--- src/rtl/psaa_pkg.sv ---
// Shared types and constants for the polar scan area accumulator.
// Holds the front-to-back command format and the fixed-point constants of the sine and area path.
// No dependencies.
package psaa_pkg;

  localparam int ANGLE_W = 15;
  localparam int DIST_W  = 16;
  localparam int COUNT_W = 10;
  localparam int AREA_W  = 41;
  localparam int FOLD_W  = 13;
  localparam int X_W     = 31;
  localparam int ACC_W   = 64;

  localparam int QUEUE_DEPTH = 2;

  // One full turn, half turn and quarter turn in 1/64 degree
  localparam logic signed [16:0] ANGLE_FULL    = 17'sd23040;
  localparam logic [14:0]        ANGLE_HALF    = 15'd11520;
  localparam logic [13:0]        ANGLE_QUARTER = 14'd5760;

  // x = fold * pi/11520 in Q30 = fold * X_COEF_INT + (fold * X_COEF_REM + X_RND) / 11520
  localparam logic [18:0] X_COEF_INT  = 19'd292817;
  localparam logic [12:0] X_COEF_REM  = 13'd7586;
  localparam logic [12:0] X_RND       = 13'd5760;
  // Divide by 45 after the shift by 8: multiply and drop 24 bits, exact over 18 bits
  localparam logic [18:0] DIV45_RECIP = 19'd372828;
  localparam int          DIV45_SHIFT = 24;

  // Half a square quarter-millimetre in square inches, Q48
  localparam logic [33:0] AREA_GAIN = 34'd13633916917;

  localparam logic [COUNT_W-1:0] COUNT_MAX = 10'd1023;

  localparam logic [AREA_W-1:0] AREA_POS_LIMIT = 41'h0FFFFFFFFFF;
  localparam logic [AREA_W-1:0] AREA_NEG_LIMIT = 41'h10000000000;
  localparam logic [ACC_W-1:0]  ACC_POS_LIMIT  = 64'h7FFFFFFFFFFFFFFF;
  localparam logic [ACC_W-1:0]  ACC_NEG_LIMIT  = 64'h8000000000000000;

  typedef struct packed {
    logic               add;
    logic               neg;
    logic [FOLD_W-1:0]  fold;
    logic [DIST_W-1:0]  d_prev;
    logic [DIST_W-1:0]  d_cur;
    logic               last;
    logic [COUNT_W-1:0] count;
  } cmd_t;

  // Reciprocal of the Taylor divisor (2k)(2k+1), exact floor for 32-bit dividends
  function automatic logic [32:0] div_recip(input logic [2:0] idx);
    logic [32:0] r;
    case (idx)
      3'd1:    r = 33'd5726623062;
      3'd2:    r = 33'd6871947674;
      3'd3:    r = 33'd6544712071;
      3'd4:    r = 33'd7635497416;
      3'd5:    r = 33'd4997780127;
      3'd6:    r = 33'd7048151461;
      3'd7:    r = 33'd5235769657;
      default: r = 33'd0;
    endcase
    return r;
  endfunction

  function automatic logic [5:0] div_shift(input logic [2:0] idx);
    logic [5:0] s;
    case (idx)
      3'd1:    s = 6'd35;
      3'd2:    s = 6'd37;
      3'd3:    s = 6'd38;
      3'd4:    s = 6'd39;
      3'd5:    s = 6'd39;
      3'd6:    s = 6'd40;
      3'd7:    s = 6'd40;
      default: s = 6'd0;
    endcase
    return s;
  endfunction

endpackage

--- src/rtl/psaa_front.sv ---
// Front end: accepts scanner samples, tracks the previous sample and the scan count,
// and turns each sample into a command for the back end. Uses psaa_pkg.
module psaa_front (
  input  logic                                 clk,
  input  logic                                 rst,
  input  logic                                 sample_valid,
  input  logic [7:0]                           angle_high,
  input  logic [7:0]                           angle_low,
  input  logic [7:0]                           distance_high,
  input  logic [7:0]                           distance_low,
  input  logic                                 last_sample,
  input  logic                                 full,
  output logic                                 push,
  output psaa_pkg::cmd_t                       cmd
);
  import psaa_pkg::*;

  logic [ANGLE_W-1:0]  prev_angle;
  logic [DIST_W-1:0]   prev_dist;
  logic                have_prev;
  logic [COUNT_W-1:0]  count;

  logic [ANGLE_W-1:0]  angle;
  logic [DIST_W-1:0]   distance;
  logic signed [16:0]  diff;
  logic signed [16:0]  d1;
  logic signed [16:0]  d2;
  logic [14:0]         d3;
  logic [13:0]         m1;
  logic                neg;
  logic [FOLD_W-1:0]   fold;
  logic                keep_prev;
  logic [COUNT_W-1:0]  count_inc;

  always_comb begin
    angle    = {angle_high, angle_low[7:1]};
    distance = {distance_high, distance_low};
    diff  = $signed({2'b00, angle}) - $signed({2'b00, prev_angle});
    // Wrap the difference into one turn
    d1 = diff[16] ? diff + ANGLE_FULL : diff;
    d2 = d1[16] ? d1 + ANGLE_FULL : d1;
    d3 = (d2 >= ANGLE_FULL) ? 15'(d2 - ANGLE_FULL) : d2[14:0];
    // Fold into the first quadrant and keep the sign apart
    neg  = (d3 >= ANGLE_HALF);
    m1   = neg ? 14'(d3 - ANGLE_HALF) : 14'(d3);
    fold = (m1 > ANGLE_QUARTER) ? 13'(14'(ANGLE_HALF) - m1) : m1[12:0];
    // A dropout after a valid return: hold the previous distance
    keep_prev = have_prev && (prev_dist != '0) && (distance == '0);
    count_inc = (count != COUNT_MAX) ? count + 10'd1 : count;
  end

  assign push = sample_valid && !full;

  always_comb begin
    cmd.add    = have_prev && (prev_dist != '0) && (distance != '0);
    cmd.neg    = neg;
    cmd.fold   = fold;
    cmd.d_prev = prev_dist;
    cmd.d_cur  = distance;
    cmd.last   = last_sample;
    cmd.count  = count_inc;
  end

  always_ff @(posedge clk) begin
    if (rst) begin
      prev_angle <= '0;
      prev_dist  <= '0;
      have_prev  <= 1'b0;
      count      <= '0;
    end else if (push) begin
      if (last_sample) begin
        prev_angle <= '0;
        prev_dist  <= '0;
        have_prev  <= 1'b0;
        count      <= '0;
      end else begin
        prev_angle <= angle;
        prev_dist  <= keep_prev ? prev_dist : distance;
        have_prev  <= 1'b1;
        count      <= count_inc;
      end
    end
  end

endmodule

--- config.mk ---
export PLATFORM = sky130hd
export DESIGN_NAME = psaa_front
export DESIGN_NICKNAME = d
export VERILOG_FILES = /design/src/rtl/psaa_pkg.sv /design/src/rtl/psaa_front.sv
export SDC_FILE = /design/constraint.sdc
export NUM_CORES = 1
export LEC_CHECK = 0
export ABC_AREA = 1
export BUFFER_PORTS_ARGS = -buffer_cell sky130_fd_sc_hd__buf_2
export CAP_MARGIN = 20
export CORE_UTILIZATION = 40
export CTS_CLUSTER_DIAMETER = 40
export DETAILED_ROUTE_END_ITERATION = 12
export PLACE_DENSITY_LB_ADDON = 0.05
export SYNTH_ARGS = -nofsm -noshare
export SYNTH_HDL_FRONTEND = slang
export SYNTH_SLANG_ARGS = --single-unit
--- constraint.sdc ---
create_clock -name clk -period 7.9 [get_ports clk]
set_input_delay 1.185 -clock clk [delete_from_list [all_inputs] [get_ports clk]]
set_output_delay 1.185 -clock clk [all_outputs]
set_load 0.01 [all_outputs]
==> results of run 1 <==
-- through the flow --
step | cell area [sq um] | hold WS, ns
after global routing | 5040 | 0.482
after floorplan | 4500 | 0.445
after detailed placement | 4940 | 0.456
after global placement | 4940 | 0.452
after CTS | 5040 | 0.469
final | 5040 | 0.466
-- synth_stat cells, drive strengths merged (2+ instances only) --
cell and number:
a21boi 2, a21oi 35, and2 3, buf 22
clkbuf 11, dfxtp 42, ha 22, inv 145
nand2 270, nand3 77, nand4 22, nor2 54
nor3 4, nor4 3, o21ai 3, o22ai 16
xnor2 6, xor2 19
-- path summary, 6_finish.rpt --
| path | end | slack, ns | depth (start not counted) | from |
|---|---|---|---|---|
| max reg2reg | prev_dist[13]$_SDFFE_PP0P_ | 5.86 | 8 | prev_dist[3]$_SDFFE_PP0P_ |
| min | prev_angle[1]$_SDFFE_PP0P_ | 0.47 | 2 | prev_angle[1]$_SDFFE_PP0P_ |
| max | cmd[48] | 0.45 | 39 | angle_low[1] |
| min reg2reg | prev_angle[1]$_SDFFE_PP0P_ | 0.47 | 2 | prev_angle[1]$_SDFFE_PP0P_ |
-- power by group through the flow --
| stage | registers (W) | clock network (W) | logic (W) |
|---|---|---|---|
| 6_report | 0.000219 | 0.000149 | 0.000812 |
| 4_1_cts | 0.000219 | 0.000157 | 0.000813 |
| 3_3_place_gp | 0.000224 | 0 | 0.000794 |
| 5_1_grt | 0.000220 | 0.000165 | 0.000915 |
| 2_1_floorplan | 0.000225 | 0 | 0.000628 |
| 3_5_place_dp | 0.000224 | 0 | 0.000811 |
-- layer usage --
metal,vias to the layer above,wire [um]
li1,2512,-
met1,2086,5170
met2,79,5490
met3,18,388
met4,0,178
met5,-,0
-- area by class of cell --
| type | instances | area, sq um | area share, % |
|---|---|---|---|
| Clock buffer | 7 | 86.3 | 1.71 |
| Clock inverter | 1 | 8.76 | 0.174 |
| Inverter | 146 | 551 | 10.9 |
| Multi-Input combinational cell | 544 | 2900 | 57.5 |
| Sequential cell | 42 | 841 | 16.7 |
| Tap cell | 140 | 175 | 3.48 |
| Timing Repair Buffer | 95 | 478 | 9.48 |
-- sequential cells by signal, summed over array words and instances (netlist names) --
| name | flops |
|---|---|
| count | 10 |
| prev_angle | 15 |
| prev_dist | 16 |
| have_prev | 1 |
-- cell families after synthesis --
group           count (synthesis)  share of synthesized area (%)
compound gates                 59                           7.63
fa+ha+maj                      23                           6.57
xor+xnor                       25                           4.87
mux                             1                          0.223
buf+inv                       179                           16.8
flops                          42                           18.7
simple gates                  436                           45.2
-- worst max-delay path, delay by kind of cell --
family,cells,cell delay (ns)
buffers and inverters,9,0.71
xor gates and xnor gates,1,0.26
and+or+nand+nor,23,2.54
adders and majority gates,6,1.56
==> summary.md, run 1 <==
| Metric | Value |
|---|---|
| Status | finished, final reports clean |
| Power Dens Cells | 234 nW/um^2 |
| Async SR Flop Fraction | 0% |
| Psw | 0.000613 W |
| CP Max Fanout | 13 |
| Vias in the first global route | 4316 |
| Combinational cell fraction of total power | 68.8% |
| Post-Syn Instances | 765 |
| Worst min-delay path category | flop to flop |
| Starting Density | 41.3% |
| Total global routing overflow | 0 |
| Layout cell share with drive strength beyond 1 | 19.8% |
| Avg Inst Size Synth | 5.88 sq um |
| Total of max-cap violations | 0 |
| Port Buffer Count | 94 |
| Pwr Total | 0.00118 W |
| Core area | 10900 sq um |
| Antenna fix cells | 0 |
| Top post-synthesis cells by area | nand2_1 20%, dfxtp_1 19%, inv_1 11%, nand3_1 7.5%, ha_1 6.1% |
| Largest net degree at the start of global routing | 43 |
| Drt pass-1 iters | 4 |
| Commonest non-fill, non-tap cell in the layout | nand2_1 |
| Total Routing Usage GR | 19.7% |
| Vias | 4695 |
| Final slew viol count | 0 |
| Max-slew headroom | 35.8% |
| Highest-count cells in the layout ignoring fill and taps | 243 x nand2_1, 135 x inv_1, 94 x buf_2 |
| Die Span Y | 108 um |
| Area Overhead vs Synth | 12.1% |
| Worst Skew | 0.00543 ns |
| Filler cells | 1194 |
| Worst skew pair latency | 0.30 ns |
| Sequential cell area fraction in the yosys report | 18.7% |
| Mapped cell area | 4500 sq um |
| Util after Layout | 46.3% |
| Fin Setup TNS | 0 ns |
| Placed cells | 967 |
| DR iter-0 viols | 224 |
| CTS max path bufs | 2 |
| Placement Setup Slack | 0.456 ns |
| Endpoint class of the critical path | output port |
| Met1 Resource Use GR | 23.5% |
| WP data arrival | 6.27 ns |
| Met3 GRT Util | 3.01% |
| RSZ-0062 raised after global routing | no |
| Post-DP HPWL | 8930 um |
| CP Launch Type | primary input |
| Final hold violations | 0 |
| Fmax | 134 MHz |
| Clk pwr share | 12.6% |
| Die Width | 108 um |
| Total CTS buffers | 5 |
| Routed WL | 11200 um |
| Ports | 96 |
| CP max stage cell | fa_1 |
| M2 GR Usage | 36.4% |
| Final Setup Violations | 0 |
| Leak Pwr | 2.67 nW |
| First-pass GRT wire length | 18800 um |
| Yosys cell types | 43 |
| CTS resizes | 0 |
| RD Place Congestion | 0.831 |
| Worst-path clk slew | 0.08 ns |
| Internal power | 0.000568 W |
| Synth area leader | nand2_1 |
| Num rows | 38 |
| Residual DRC | 0 |
| Worst vdd ir | 0.000258 V |
| Via-per-instance ratio | 4.82 |
| Gr busiest metal | met2 |
| H-Tree Depth | 2 |
| Avg WL per Cell | 11.5 um |
| CP peak stage delay | 0.46 ns |
| Slew of the pin with the lowest slew margin | 0.961 ns |
| Nets | 894 |
| Final period utilization | 94.3% |
| Antenna violations before repair | 0 |
| DIE AREA | 11700 sq um |
| Cts hold-fix bufs | 0 |
| CTS tree | built |
| Clock root cell | clkbuf_8 |
| Postcts setup bufs | 0 |
| Post-synth EDFFs | 0 |
| Sequential share of power | 18.6% |
| Top_reg_cell synth | dfxtp_1 |
| Setup ws final | 0.447 ns |
| Critical path required time | 6.71 ns |
| Most common cell on crit path | nand2_1 |
| Final Critical Period | 7.45 ns |
| Yosys top cell area share | 20.3% |
| Post-synthesis net count | 825 |
| CTS sink cnt | 42 |
| Detail Route Antenna Nets | 0 |
| Non-Filler Instances | 975 |
| Synth warn | 0 |
| Seq cells post-synth | 42 |
| Sw Ratio | 51.9% |
| Critical path class | primary input to output port |
(Power assumes the default switching activity.)
==> run 2, diff against run 1 <==
--- a/config.mk
+++ b/config.mk
@@ -9,6 +9,7 @@
 export BUFFER_PORTS_ARGS = -buffer_cell sky130_fd_sc_hd__buf_2
 export CAP_MARGIN = 20
 export CORE_UTILIZATION = 40
+export CTS_BUF_LIST = sky130_fd_sc_hd__clkbuf_4
 export CTS_CLUSTER_DIAMETER = 40
 export DETAILED_ROUTE_END_ITERATION = 12
 export PLACE_DENSITY_LB_ADDON = 0.05
==> summary.md, run 2 (synthesis gave the netlist of run 1 again) <==
| Metric | Value |
|---|---|
| CP Launch Type | primary input |
| H-Tree Depth | 2 (unchanged) |
| Highest-count cells in the layout ignoring fill and taps | 243 x nand2_1, 135 x inv_1, 94 x buf_2 |
| Layout cell share with drive strength beyond 1 | 19.8% (unchanged) |
| Final hold violations | 0 (unchanged) |
| Power Dens Cells | 229 nW/um^2 (-2.3%) |
| CP peak stage delay | 0.46 ns (about the same) |
| Worst vdd ir | 0.000258 V (about the same) |
| Status | finished, final reports clean |
| Commonest non-fill, non-tap cell in the layout | nand2_1 |
| Biggest regs | prev_dist (16), prev_angle (15), count (10) |
| Endpoint class of the critical path | output port |
| Ports | 96 (unchanged) |
| Die Span Y | 108 um (unchanged) |
| CP Max Fanout | 13 (unchanged) |
| Cts hold-fix bufs | 0 (unchanged) |
| Avg WL per Cell | 11.5 um (-0.11%) |
| Slew of the pin with the lowest slew margin | 0.963 ns (+0.00244 ns) |
| R2R Path Start | prev_dist[3]$_SDFFE_PP0P_ |
| Fin Setup TNS | 0 ns (unchanged) |
| DR iter-0 viols | 224 (unchanged) |
| CP max stage cell | fa_1 |
| Critical path class | primary input to output port |
| Antenna violations before repair | 0 (unchanged) |
| RSZ-0062 raised after global routing | no |
| Via-per-instance ratio | 4.83 (+0.30%) |
| Placed cells | 967 (unchanged) |
| Most common cell on crit path | nand2_1 |
| Largest register FFs | 16 (unchanged) |
| Largest net degree at the start of global routing | 43 (unchanged) |
| Total CTS buffers | 5 (unchanged) |
| Final period utilization | 94.4% (about the same) |
| Worst-path clk slew | 0.13 ns (+0.05 ns) |
| Routed WL | 11200 um (-0.11%) |
| Final slew viol count | 0 (unchanged) |
| CTS tree | built |
| Total of max-cap violations | 0 (unchanged) |
| Die Width | 108 um (unchanged) |
| Fmax | 134 MHz (about the same) |
| Nets | 894 (unchanged) |
| Worst Skew | 0.00722 ns (+0.00179 ns) |
| Leak Pwr | 2.65 nW (-0.57%) |
| Hold_sp | prev_angle[1]$_SDFFE_PP0P_ |
| Drt pass-1 iters | 4 (unchanged) |
| Worst min-delay path category | flop to flop |
| Postcts setup bufs | 0 (unchanged) |
| Vias | 4709 (+0.30%) |
| Core area | 10900 sq um (unchanged) |
| Total global routing overflow | 0 (unchanged) |
| Residual DRC | 0 (unchanged) |
| Antenna fix cells | 0 (unchanged) |
| Crit. Startpoint | angle_low[1] |
| Total Routing Usage GR | 19.6% (-0.12 points) |
| Clock root cell | clkbuf_4 |
| Critical path required time | 6.71 ns (about the same) |
| Detail Route Antenna Nets | 0 (unchanged) |
| Worst skew pair latency | 0.35 ns (+0.05 ns) |
| DIE AREA | 11700 sq um (unchanged) |
| WP data arrival | 6.27 ns (about the same) |
| Filler cells | 1199 (+0.42%) |
| First-pass GRT wire length | 18800 um (-0.18%) |
| Num rows | 38 (unchanged) |
| Final Setup Violations | 0 (unchanged) |
| CTS sink cnt | 42 (unchanged) |
| Post-DP HPWL | 8930 um (unchanged) |
| Final Critical Period | 7.45 ns (+0.000736 ns) |
| CTS max path bufs | 2 (unchanged) |
| Starting Density | 41.3% (unchanged) |
| Top reg by flops | prev_dist |
| Vias in the first global route | 4316 (unchanged) |
| RD Place Congestion | 0.831 (unchanged) |
| Area Overhead vs Synth | 11.3% |
| Max-slew headroom | 35.6% (-0.16 points) |
| CTS resizes | 0 (unchanged) |
| Non-Filler Instances | 975 (unchanged) |
| Port Buffer Count | 94 (unchanged) |
-- run 2: critical path: cells and delay by family --
| kind | cells | cell delay (ns) |
|---|---|---|
| xor+xnor | 1 | 0.26 |
| fa+ha+maj | 6 | 1.56 |
| buf+inv | 9 | 0.71 |
| simple gates | 23 | 2.54 |
-- run 2: where the power goes --
group / internal (W) / switching (W)
clock network: 0.0000387 / 0.0000737
registers: 0.000217 / 0.00000268
logic: 0.000279 / 0.000533
-- run 2: metal layers --
metal | wire [um] | GRT usage [%] | vias to the layer above
met3 | 393 | 2.65 | 18
met1 | 5190 | 23.6 | 2097
li1 | - | - | 2510
met4 | 179 | 5.09 | 0
met5 | 0 | 0 | -
met2 | 5440 | 36.2 | 84
-- run 2: per-stage QoR --
step                hold WS, ns  worst slack [ns]  power (W)  area, sq um  util (%)
floorplan                 0.445              1.46   0.000853         4500         -
global placement          0.452             0.593    0.00102         4940      45.4
detailed placement        0.456             0.456    0.00104         4940      45.4
CTS                       0.475             0.446    0.00115         5000      45.9
global route              0.488            0.0315    0.00126         5000      45.9
finish                    0.472             0.446    0.00114         5000      45.9
-- run 2: layout make-up --
type / instances / area [sq um] / area share (%)
clock buffer: 6 / 45.0 / 0.900
sequential: 42 / 841 / 16.8
multi-input combinational: 544 / 2900 / 58.0
timing repair buffer: 95 / 478 / 9.55
inverter: 146 / 551 / 11.0
tap: 140 / 175 / 3.50
clock inverter: 2 / 12.5 / 0.250
-- run 2: worst paths after layout --
kind                           endpoint  cells past startpoint  slack, ns
min          prev_angle[1]$_SDFFE_PP0P_                      2       0.47
max                             cmd[48]                     39       0.45
min reg2reg  prev_angle[1]$_SDFFE_PP0P_                      2       0.47
max reg2reg   prev_dist[0]$_SDFFE_PP0P_                      8       5.86
