$ cat src/rtl/psaa_pkg.sv
// Shared types and constants for the polar scan area accumulator.
// Holds the front-to-back command format and the fixed-point constants of the sine and area path.
// No dependencies.
package psaa_pkg;

  localparam int ANGLE_W = 15;
  localparam int DIST_W  = 16;
  localparam int COUNT_W = 10;
  localparam int AREA_W  = 41;
  localparam int FOLD_W  = 13;
  localparam int X_W     = 31;
  localparam int ACC_W   = 64;

  localparam int QUEUE_DEPTH = 2;

  // One full turn, half turn and quarter turn in 1/64 degree
  localparam logic signed [16:0] ANGLE_FULL    = 17'sd23040;
  localparam logic [14:0]        ANGLE_HALF    = 15'd11520;
  localparam logic [13:0]        ANGLE_QUARTER = 14'd5760;

  // x = fold * pi/11520 in Q30 = fold * X_COEF_INT + (fold * X_COEF_REM + X_RND) / 11520
  localparam logic [18:0] X_COEF_INT  = 19'd292817;
  localparam logic [12:0] X_COEF_REM  = 13'd7586;
  localparam logic [12:0] X_RND       = 13'd5760;
  // Divide by 45 after the shift by 8: multiply and drop 24 bits, exact over 18 bits
  localparam logic [18:0] DIV45_RECIP = 19'd372828;
  localparam int          DIV45_SHIFT = 24;

  // Half a square quarter-millimetre in square inches, Q48
  localparam logic [33:0] AREA_GAIN = 34'd13633916917;

  localparam logic [COUNT_W-1:0] COUNT_MAX = 10'd1023;

  localparam logic [AREA_W-1:0] AREA_POS_LIMIT = 41'h0FFFFFFFFFF;
  localparam logic [AREA_W-1:0] AREA_NEG_LIMIT = 41'h10000000000;
  localparam logic [ACC_W-1:0]  ACC_POS_LIMIT  = 64'h7FFFFFFFFFFFFFFF;
  localparam logic [ACC_W-1:0]  ACC_NEG_LIMIT  = 64'h8000000000000000;

  typedef struct packed {
    logic               add;
    logic               neg;
    logic [FOLD_W-1:0]  fold;
    logic [DIST_W-1:0]  d_prev;
    logic [DIST_W-1:0]  d_cur;
    logic               last;
    logic [COUNT_W-1:0] count;
  } cmd_t;

  // Reciprocal of the Taylor divisor (2k)(2k+1), exact floor for 32-bit dividends
  function automatic logic [32:0] div_recip(input logic [2:0] idx);
    logic [32:0] r;
    case (idx)
      3'd1:    r = 33'd5726623062;
      3'd2:    r = 33'd6871947674;
      3'd3:    r = 33'd6544712071;
      3'd4:    r = 33'd7635497416;
      3'd5:    r = 33'd4997780127;
      3'd6:    r = 33'd7048151461;
      3'd7:    r = 33'd5235769657;
      default: r = 33'd0;
    endcase
    return r;
  endfunction

  function automatic logic [5:0] div_shift(input logic [2:0] idx);
    logic [5:0] s;
    case (idx)
      3'd1:    s = 6'd35;
      3'd2:    s = 6'd37;
      3'd3:    s = 6'd38;
      3'd4:    s = 6'd39;
      3'd5:    s = 6'd39;
      3'd6:    s = 6'd40;
      3'd7:    s = 6'd40;
      default: s = 6'd0;
    endcase
    return s;
  endfunction

endpackage

$ cat src/rtl/psaa_queue.sv
// Short command queue between the front and back ends of the area accumulator.
// Depth and entry type come from psaa_pkg.
module psaa_queue (
  input  logic           clk,
  input  logic           rst,
  input  logic           push,
  input  psaa_pkg::cmd_t wr_data,
  input  logic           pop,
  output logic           full,
  output logic           empty,
  output psaa_pkg::cmd_t rd_data
);
  import psaa_pkg::*;

  localparam int PTR_W = (QUEUE_DEPTH > 1) ? $clog2(QUEUE_DEPTH) : 1;
  localparam int CNT_W = $clog2(QUEUE_DEPTH + 1);

  cmd_t             slots [QUEUE_DEPTH];
  logic [PTR_W-1:0] wr_ptr;
  logic [PTR_W-1:0] rd_ptr;
  logic [CNT_W-1:0] fill;

  assign full    = (fill == CNT_W'(QUEUE_DEPTH));
  assign empty   = (fill == '0);
  assign rd_data = slots[rd_ptr];

  always_ff @(posedge clk) begin
    if (push) begin
      slots[wr_ptr] <= wr_data;
    end
  end

  always_ff @(posedge clk) begin
    if (rst) begin
      wr_ptr <= '0;
      rd_ptr <= '0;
      fill   <= '0;
    end else begin
      if (push) begin
        wr_ptr <= (wr_ptr == PTR_W'(QUEUE_DEPTH - 1)) ? '0 : wr_ptr + PTR_W'(1);
      end
      if (pop) begin
        rd_ptr <= (rd_ptr == PTR_W'(QUEUE_DEPTH - 1)) ? '0 : rd_ptr + PTR_W'(1);
      end
      case ({push, pop})
        2'b10:   fill <= fill + CNT_W'(1);
        2'b01:   fill <= fill - CNT_W'(1);
        default: fill <= fill;
      endcase
    end
  end

endmodule

$ cat config.mk
export PLATFORM = sky130hd
export DESIGN_NAME = psaa_queue
export DESIGN_NICKNAME = d
export VERILOG_FILES = /design/src/rtl/psaa_pkg.sv /design/src/rtl/psaa_queue.sv
export SDC_FILE = /design/constraint.sdc
export NUM_CORES = 1
export LEC_CHECK = 0
export BUFFER_PORTS_ARGS = -buffer_cell sky130_fd_sc_hd__buf_2
export CAP_MARGIN = 10
export CORE_AREA = 5 5 100 102
export CTS_CLUSTER_SIZE = 10
export DETAILED_ROUTE_END_ITERATION = 7
export DIE_AREA = 0 0 105 107
export HOLD_SLACK_MARGIN = 0.15
export PLACE_DENSITY = 0.76
export SYNTH_ARGS = -nofsm -noshare
export SYNTH_HDL_FRONTEND = slang
export SYNTH_SLANG_ARGS = --single-unit
$ cat constraint.sdc
create_clock -name clk -period 9.75 [get_ports clk]
set_clock_uncertainty 0.1 [all_clocks]
set_input_delay 0.4875 -clock clk [delete_from_list [all_inputs] [get_ports clk]]
set_output_delay 0.4875 -clock clk [all_outputs]
set_load 0.02 [all_outputs]
==> metrics.txt, run 1 <==
outcome=finished clean; Final Cycle Share=around a quarter; Chip Height=107 um; CTS Buffer Depth=2; largest net degree at the start of global routing=a little under 60; # DRC=0; Starting Density=48.5%; TritonCTS clock tree=done; # IOs=between 100 and 150; IO Port Bufs=~120; clock transition at the registers of the reported paths=~0.06 ns; Synth Cell Area=roughly 4400 um2; crit path launch type=flop; Clock power frac=about 44%; RD Place Congestion=around 0.65; latest clock arrival within the worst-skew pair=around 0.5 ns; clk root buf=clkbuf_8; Cell Area, Placed=5120 um2; hpwl dp=around 4700 um; crit path DAT=2.01 ns; total wire length=8380 um; Rel. slew slack=slightly below 50%; Vias=approximately 2400; most numerous cell in the Yosys netlist=edfxtp_1; mean post-synth cell area=approximately 22 um2; crit path time final=around 2.6 ns; YS warnings=0; placed insts=between 400 and 500; row cnt=35; post-synthesis cell count=slightly above 200; Synth area leaders=edfxtp_1 (80%), mux2_2 (15%), dfxtp_1 (2.3%); die area=~11000 um2; Setup violations, final=0; initial DRC count=87; Die W=about 110 um; register area share after synthesis=between 80% and 90%; largest area contributor in the synthesized netlist=edfxtp_1; LEAKAGE=around 0.0024 uW; EDFF count, synth=around 120; Final ANT Viol Nets=0; final count of hold timing violations=0; vias per cell=~4.7; combinational power share=about an eighth; synth cell count leaders=edfxtp_1 (116), mux2_2 (58), nor2_1 (6), dfxtp_1 (5); initial antenna violation count=0; Synth Register Bits=121; share of layout cells above drive strength 1=between 50% and 60%; P_int=about 1100 uW; Final nets=461; Worst setup EP type=primary output; Overflow after GRT=0; DR WL/cell=about 16 um; Syn Nets=265; vias in the first global route=around 2800; clk sinks=121; CP Cell Sequence=buf_4, mux2_2, buf_2; CP delay by family, top=buffers and inverters; crit path max fanout=58; Pins Over Slew Limit=0; buffer count from post-CTS setup fixing=0; sequential power share=44.3%; drt first pass iters=4; Top FF cell, synth=edfxtp_1; n_diodes=0; post-synth top area share=79.5%; H-tree levels=4; max cap viols=0; highest clock rate=0.385 GHz; worst vdd ir=about 150 uV; core area=about 9000 um2; pwr/cell area=221 nW/um2; post-synthesis async set-or-reset flop share=0%; unrepaired setup endpoints after global routing=false; required time of the critical path=approximately 9 ns; Bufs and invs on worst path=2; Psw=between 300 and 400 uW; Tot GR Track Use=between 15 and 20%; Netlist cell types=15; setup TNS=0 ns; worst setup path category=flop to primary output; Finished Layout Cells=roughly 520; switching part of the total power=a little under a quarter; P&R area growth vs syn=43.8%; Least-Margin Pin Slew=0.771 ns; HP Class=input pin to flop; CP max stage cell=buf_4; first-pass GRT wire length=13300 um; fin area=roughly 6300 um2; max incr delay on CP=0.59 ns; Num CTS Buffers=17
==> worst reg2reg max path, stage by stage, from the launching register on <==
cell and delay (ns):
dfxtp_1 0.40, and2_2 0.17, buf_4 0.62
==> through the flow <==
stage,worst slack [ns],power [uW],hold WS [ns],util [%]
CTS,7.11,1400,0.157,69.8
global placement,7.63,769,0.378,56.7
detailed placement,7.65,772,0.399,56.7
floorplan,6.19,719,0.361,-
global route,7.04,1440,0.191,69.8
finish,7.15,1390,0.181,69.8
==> cell type report <==
| class | instances | area, um2 |
|---|---|---|
| fill | 601 | 2720 |
| sequential | 121 | 3580 |
| clock buffer | 18 | 418 |
| timing repair buffer | 183 | 1220 |
| tap | 111 | 139 |
| inverter | 1 | 3.75 |
| multi-input combinational | 74 | 763 |
| clock inverter | 14 | 171 |
==> cells by family after synthesis <==
| family | count (synthesis) | synth area share (%) |
|---|---|---|
| compound gates | 2 | 0.228 |
| mux | 58 | 14.9 |
| flops | 121 | 81.8 |
| xor+xnor | 4 | 0.800 |
| fa+ha+maj | 1 | 0.286 |
| simple gates | 9 | 1.00 |
| buf+inv | 7 | 0.943 |
==> power by group through the flow <==
stage          Combinational (uW)  Sequential (uW)  Clock (uW)
2_1_floorplan                94.3              624           0
3_3_place_gp                  146              623           0
3_5_place_dp                  147              625           0
4_1_cts                       166              615         622
5_1_grt                       176              617         650
6_report                      163              615         611
==> metal layers <==
layer / up-vias / GRT usage, % / part of all wire, %
met4: 0 / 4.93 / 0.55
met3: 4 / 5.24 / 4.9
li1: 1187 / - / -
met5: - / 0 / 0
met1: 1173 / 16.9 / 41
met2: 74 / 27.3 / 54
==> cells in the final DEF (no fill, tap or decap), drive strengths merged <==
cell type	netlist	final
buf	6	124
edfxtp	116	116
dlygate4sd3	0	59
mux2	58	58
clkbuf	0	18
nor2	6	6
clkinvlp	0	5
dfxtp	5	5
inv	1	4
xnor2	3	3
bufinv	0	3
clkinv	0	3
and2	1	1
and2b	1	1
xor2	1	1
o21ai	1	1
or3	1	1
a21oi	1	1
ha	1	1
==> what timing repair did <==
action                     CTS  global route
setup endpoints to repair    0             0
hold buffers                59             0
gates resized for setup      0             0
hold endpoints to repair   121             0
==> path summary, 6_finish.rpt <==
kind	start	endpoint	slack, ns	depth (start not counted)
hold / removal	push	wr_ptr	0.18	3
setup reg to reg	wr_ptr	slots[1][38]	8.09	2
hold reg to reg	rd_ptr	flop	0.42	2
setup / recovery	flop	rd_data[33]	7.15	3
==> sequential cells by signal, summed over array words and instances (netlist names), named ones only <==
name    cells
rd_ptr      1
slots     116
wr_ptr      1
fill        2
No activity file was read; power rests on OpenSTA's default activity.
==> inputs of run 2 (changes only) <==
--- a/config.mk
+++ b/config.mk
@@ -5,12 +5,13 @@
 export SDC_FILE = /design/constraint.sdc
 export NUM_CORES = 1
 export LEC_CHECK = 0
+export ABC_AREA = 1
 export BUFFER_PORTS_ARGS = -buffer_cell sky130_fd_sc_hd__buf_2
 export CAP_MARGIN = 10
-export CORE_AREA = 5 5 100 102
+export CORE_AREA = 5 5 101 103
 export CTS_CLUSTER_SIZE = 10
 export DETAILED_ROUTE_END_ITERATION = 7
-export DIE_AREA = 0 0 105 107
+export DIE_AREA = 0 0 106 108
 export HOLD_SLACK_MARGIN = 0.15
 export PLACE_DENSITY = 0.76
 export SYNTH_ARGS = -nofsm -noshare
==> constraint.sdc (replaced) <==
create_clock -name clk -period 2.6 [get_ports clk]
set_clock_uncertainty 0.1 [all_clocks]
set_input_delay 0.13 -clock clk [delete_from_list [all_inputs] [get_ports clk]]
set_output_delay 0.13 -clock clk [all_outputs]
set_load 0.02 [all_outputs]
==> metrics.txt, run 2 <==
max cap viols=0; Multi-input gate area=between 800 and 900 um2; latest clock arrival within the worst-skew pair=0.49 ns; post-synth top area share=between 70% and 80%; CTS Buffer Depth=2; hpwl dp=5310 um; fin area=about 6400 um2; worst vdd ir=between 500 and 600 uV; worst setup path category=flop to primary output; vias per cell=about 4.7; initial DRC count=73; die area=approximately 11000 um2; RD Place Congestion=~0.74; Synth Register Bits=roughly 120; setup TNS=0 ns; Synth area leaders=edfxtp_1 (78%), mux2_2 (9.5%), mux2_4 (6.7%); outcome=finished clean; post-synthesis async set-or-reset flop share=0%; Tot GR Track Use=around 16%; YS warnings=0; switching part of the total power=between 20 and 25%; combinational power share=a little under an eighth; crit path DAT=around 2.0 ns; Num CTS Buffers=17; pwr/cell area=between 700 and 800 nW/um2; crit path max fanout=35; Final nets=between 400 and 500; Syn Nets=between 200 and 300; simple-gate share of the synthesized area=under 10%; final count of hold timing violations=0; clk sinks=approximately 120; first-pass GRT wire length=approximately 14000 um; largest registers=slots (116), fill (2); # IOs=between 100 and 150; Final Cycle Share=85.9%; synth cell count leaders=edfxtp_1 (116), mux2_2 (38), mux2_4 (20), nor2_1 (10), inv_1 (7); clock transition at the registers of the reported paths=approximately 0.06 ns; max FFs per register=between 100 and 150; EDFF count, synth=116; P&R area growth vs syn=43.6%; largest net degree at the start of global routing=36; register area share after synthesis=about four fifths; initial antenna violation count=0; xor/xnor share of the synthesized area=less than 1%; Fillers=~600; Rel. slew slack=between 60 and 70%; Top FF cell, synth=edfxtp_1; HP Class=input pin to flop; post-synthesis mux area share=between 10% and 20%; most frequent cells in the layout=buf_2 (121), edfxtp_1 (116), dlygate4sd3_1 (62); largest area contributor in the synthesized netlist=edfxtp_1; Pins Over Slew Limit=0; sequential power share=45.0%; FF+latch area=approximately 3600 um2; Vias=between 2000 and 3000; Setup violations, final=0; Clock power frac=between 40% and 50%; Synth Cell Area=roughly 4500 um2; most numerous cell in the Yosys netlist=edfxtp_1; crit path launch type=flop; Netlist cell types=15; required time of the critical path=around 2.4 ns; P_int=between 3000 and 4000 uW; post-synthesis cell count=213; row cnt=35; crit path time final=about 2.2 ns; total wire length=around 8500 um; drt first pass iters=4; clk root buf=clkbuf_8; vias in the first global route=2879; Post-Synth Adder-Cell Area=0.279%; Psw=between 1000 and 1500 uW; Starting Density=49.2%; H-tree levels=4; TritonCTS clock tree=done; mean post-synth cell area=approximately 21 um2; Chip Height=108 um; # DRC=0; Overflow after GRT=0; Cell Area, Placed=between 5000 and 6000 um2; highest clock rate=~0.45 GHz; n_diodes=0; Least-Margin Pin Slew=roughly 0.54 ns; most common cell after layout, fill and taps aside=buf_2; buffer count from post-CTS setup fixing=0; DR WL/cell=around 16 um; unrepaired setup endpoints after global routing=false; main combinational cell family by area after synthesis=multiplexers; Worst setup EP type=primary output; Die W=between 100 and 150 um; LEAKAGE=0.00255 uW; Final ANT Viol Nets=0; IO Port Bufs=roughly 120; share of layout cells above drive strength 1=roughly half; core area=slightly above 9000 um2; largest reg by FF count=slots; compound-gate portion of the synthesized area=less than 1%
==> run 2: area by class of cell <==
| cell class | instances | share of cell area [%] |
|---|---|---|
| inverters | 7 | 0.408 |
| repair buffers | 190 | 19.9 |
| well taps | 111 | 2.16 |
| clock buffers | 19 | 6.55 |
| clock inverters | 13 | 2.39 |
| multi-input cells | 79 | 13.0 |
| flip-flops and latches | 121 | 55.7 |
==> run 2: through the flow <==
stage | total power (uW) | worst slack, ns | cells | utilization [%] | hold WS (ns)
6_report | 5130 | 0.366 | 540 | 70.7 | 0.252
5_1_grt | 5330 | 0.235 | 540 | 70.7 | 0.241
4_1_cts | 5180 | 0.296 | 540 | 70.7 | 0.224
3_5_place_dp | 2870 | 0.839 | 446 | 57.6 | 0.222
3_3_place_gp | 2850 | 0.863 | 446 | 57.6 | 0.218
2_1_floorplan | 2680 | 0.236 | 213 | - | 0.102
==> run 2: cell families after synthesis <==
logic type	count (synthesis)
and+or+nand+nor	17
buffers and inverters	13
xor gates and xnor gates	1
adders and majority gates	1
DFF	121
AOI/OAI and AO/OA	2
muxes	58
==> run 2: power groups by stage <==
stage / clock (uW) / sequential (uW) / combinational, uW
2_1_floorplan: 0 / 2320 / 359
3_3_place_gp: 0 / 2340 / 511
3_5_place_dp: 0 / 2350 / 520
4_1_cts: 2270 / 2310 / 596
5_1_grt: 2370 / 2320 / 636
6_report: 2230 / 2310 / 594
==> run 2: repair_timing <==
item | in CTS | in global routing
resized for setup | 0 | 0
hold endpoints to repair | 131 | 0
setup endpoints to repair | 0 | 0
hold buffers | 62 | 0
==> run 2: per-layer routing <==
layer | GRT usage, % | routed length (um) | up-vias
met1 | 16.2 | 3270 | 1222
met2 | 28.5 | 4570 | 87
li1 | - | - | 1236
met5 | 0 | 0 | -
met3 | 5.85 | 590 | 8
met4 | 6.29 | 70 | 0
==> run 2: worst max-delay path: stages, from the launching register on <==
cell     delay (ns)
dfxtp_4        0.70
buf_4          0.29
mux2_2         0.35
buf_2          0.16
==> run 2: final timing paths <==
| path | startpoint | endpoint | slack, ns | depth (start not counted) |
|---|---|---|---|---|
| worst max-delay path | flop | rd_data[50] | 0.37 | 3 |
| worst max register to register | wr_ptr | slots[0][8] | 1.00 | 2 |
| worst min register to register | rd_ptr | rd_ptr | 0.45 | 2 |
| worst min-delay path | wr_data[49] | slots[1][49] | 0.25 | 2 |
==> inputs of run 3 (changes only) <==
--- a/config.mk
+++ b/config.mk
@@ -5,13 +5,13 @@
 export SDC_FILE = /design/constraint.sdc
 export NUM_CORES = 1
 export LEC_CHECK = 0
-export ABC_AREA = 1
+export ABC_AREA = 0
 export BUFFER_PORTS_ARGS = -buffer_cell sky130_fd_sc_hd__buf_2
 export CAP_MARGIN = 10
-export CORE_AREA = 5 5 101 103
+export CORE_AREA = 5 5 100 102
 export CTS_CLUSTER_SIZE = 10
 export DETAILED_ROUTE_END_ITERATION = 7
-export DIE_AREA = 0 0 106 108
+export DIE_AREA = 0 0 105 107
 export HOLD_SLACK_MARGIN = 0.15
 export PLACE_DENSITY = 0.76
 export SYNTH_ARGS = -nofsm -noshare
==> metrics.txt, run 3 (synthesis results as in run 1) <==
outcome=finished clean; vias in the first global route=2892; CTS Buffer Depth=2; Worst R2R Start=wr_ptr; pwr/cell area=826 nW/um2; first-pass GRT wire length=about 14000 um; Post-CTS Hold Buffers=62; DR WL/cell=around 17 um; crit path max fanout=between 50 and 60; Final Util=70.6%; global route hottest layer=met2; crit path launch type=flop; HP Class=input pin to flop; required time of the critical path=around 2.4 ns; Fillers=about 590; vias per cell=4.85; row cnt=35; Vias=about 2600; most frequent cells in the layout=buf_2 (121), edfxtp_1 (116), dlygate4sd3_1 (62); clk sinks=121; met3 usage=slightly below 7%; total wire length=between 8000 and 9000 um; unrepaired setup endpoints after global routing=false; drt first pass iters=4; # IOs=122; initial DRC count=80; RD Place Congestion=0.734; Pins Over Slew Limit=0; crit path time final=around 1.9 ns; CP Cell Sequence=buf_12, mux2_2, buf_2; clock transition at the registers of the reported paths=around 0.050 ns; max cap viols=0; most common cell after layout, fill and taps aside=buf_2; crit path DAT=1.70 ns; Chip Height=~110 um; # resized after CTS=0; CP max stage cell=mux2_2; latest clock arrival within the worst-skew pair=0.49 ns; Starting Density=between 40 and 50%; LEAKAGE=approximately 0.0025 uW; WHS Path Cells=2; Rel. slew slack=between 60% and 70%; core area=around 9000 um2; Final Cycle Share=74.3%; IO Port Bufs=approximately 120; worst setup path category=flop to primary output; R2R Path End=slots[1][56]; initial antenna violation count=0; final count of hold timing violations=0; Die W=105 um; FF+latch area=around 3600 um2; Worst setup EP type=primary output; H-tree levels=4; largest registers=slots (116), fill (2); max FFs per register=about 120; P&R area growth vs syn=45.5%; setup TNS=0 ns; Least-Margin Pin Slew=0.460 ns; flop2flop setup slack=roughly 1.2 ns; met2 Track Usage GR=between 20% and 30%; die area=approximately 11000 um2; max incr delay on CP=0.39 ns; worst vdd ir=567 uV; largest reg by FF count=slots; Final nets=465; buffer count from post-CTS setup fixing=0; Worst Reg-to-Reg Cells=2; Num CTS Buffers=17; Setup violations, final=0; Final ANT Viol Nets=0; # DRC=0; n_diodes=0; Tot GR Track Use=about 16%; clk root buf=clkbuf_8; TritonCTS clock tree=done; GR Layer Usage met1=18.6%; highest clock rate=slightly above 0.5 GHz; share of layout cells above drive strength 1=52.0%; Overflow after GRT=0; largest net degree at the start of global routing=59; Multi-input gate area=~760 um2; Worst Setup EP=rd_data[35]; hpwl dp=roughly 5200 um
## run 3: worst max-delay path: cells and delay by family, from the launching register on
| kind | cells | cell delay [ns] |
|---|---|---|
| buffers and inverters | 2 | 0.46 |
| flip-flops | 1 | 0.34 |
| multiplexers | 1 | 0.39 |
## run 3: per-stage QoR
step	area [um2]	std cells	hold WS, ns	setup slack, ns	power [uW]
global placement	5150	432	0.217	1.19	2890
global route	6370	526	0.252	0.598	5480
floorplan	4380	202	0.0991	0.229	2690
finish	6370	526	0.260	0.668	5260
CTS	6370	526	0.227	0.630	5330
detailed placement	5150	432	0.222	1.16	2910
## run 3: per-layer routing
layer  part of all wire (%)  vias to the layer above
met4                   0.40                        0
met2                     53                       86
met5                      0                        -
li1                       -                     1205
met3                    7.4                        5
met1                     39                     1255
## run 3: layout make-up
cell class | count | area share [%]
clock buffers | 19 | 6.62
clock inverters | 13 | 2.79
inverters | 1 | 0.0589
multi-input cells | 74 | 12.0
flip-flops and latches | 121 | 56.3
well taps | 111 | 2.18
repair buffers | 187 | 20.1
## run 3: worst min path at each step
stage                      from            to  slack [ns]
finish              wr_data[28]  slots[0][28]        0.26
detailed placement  wr_data[30]  slots[0][30]        0.22
global route         wr_data[6]   slots[1][6]        0.25
CTS                 wr_data[43]  slots[0][43]        0.23
global placement    wr_data[30]  slots[1][30]        0.22
floorplan                   rst       fill[1]         0.1
## run 3: where the power goes
group | total (uW) | internal (uW) | leakage [uW] | switching [uW]
Clock | 2320 | 1550 | 0.000293 | 774
Combinational | 632 | 288 | 0.00103 | 344
Sequential | 2310 | 2270 | 0.00113 | 34.7
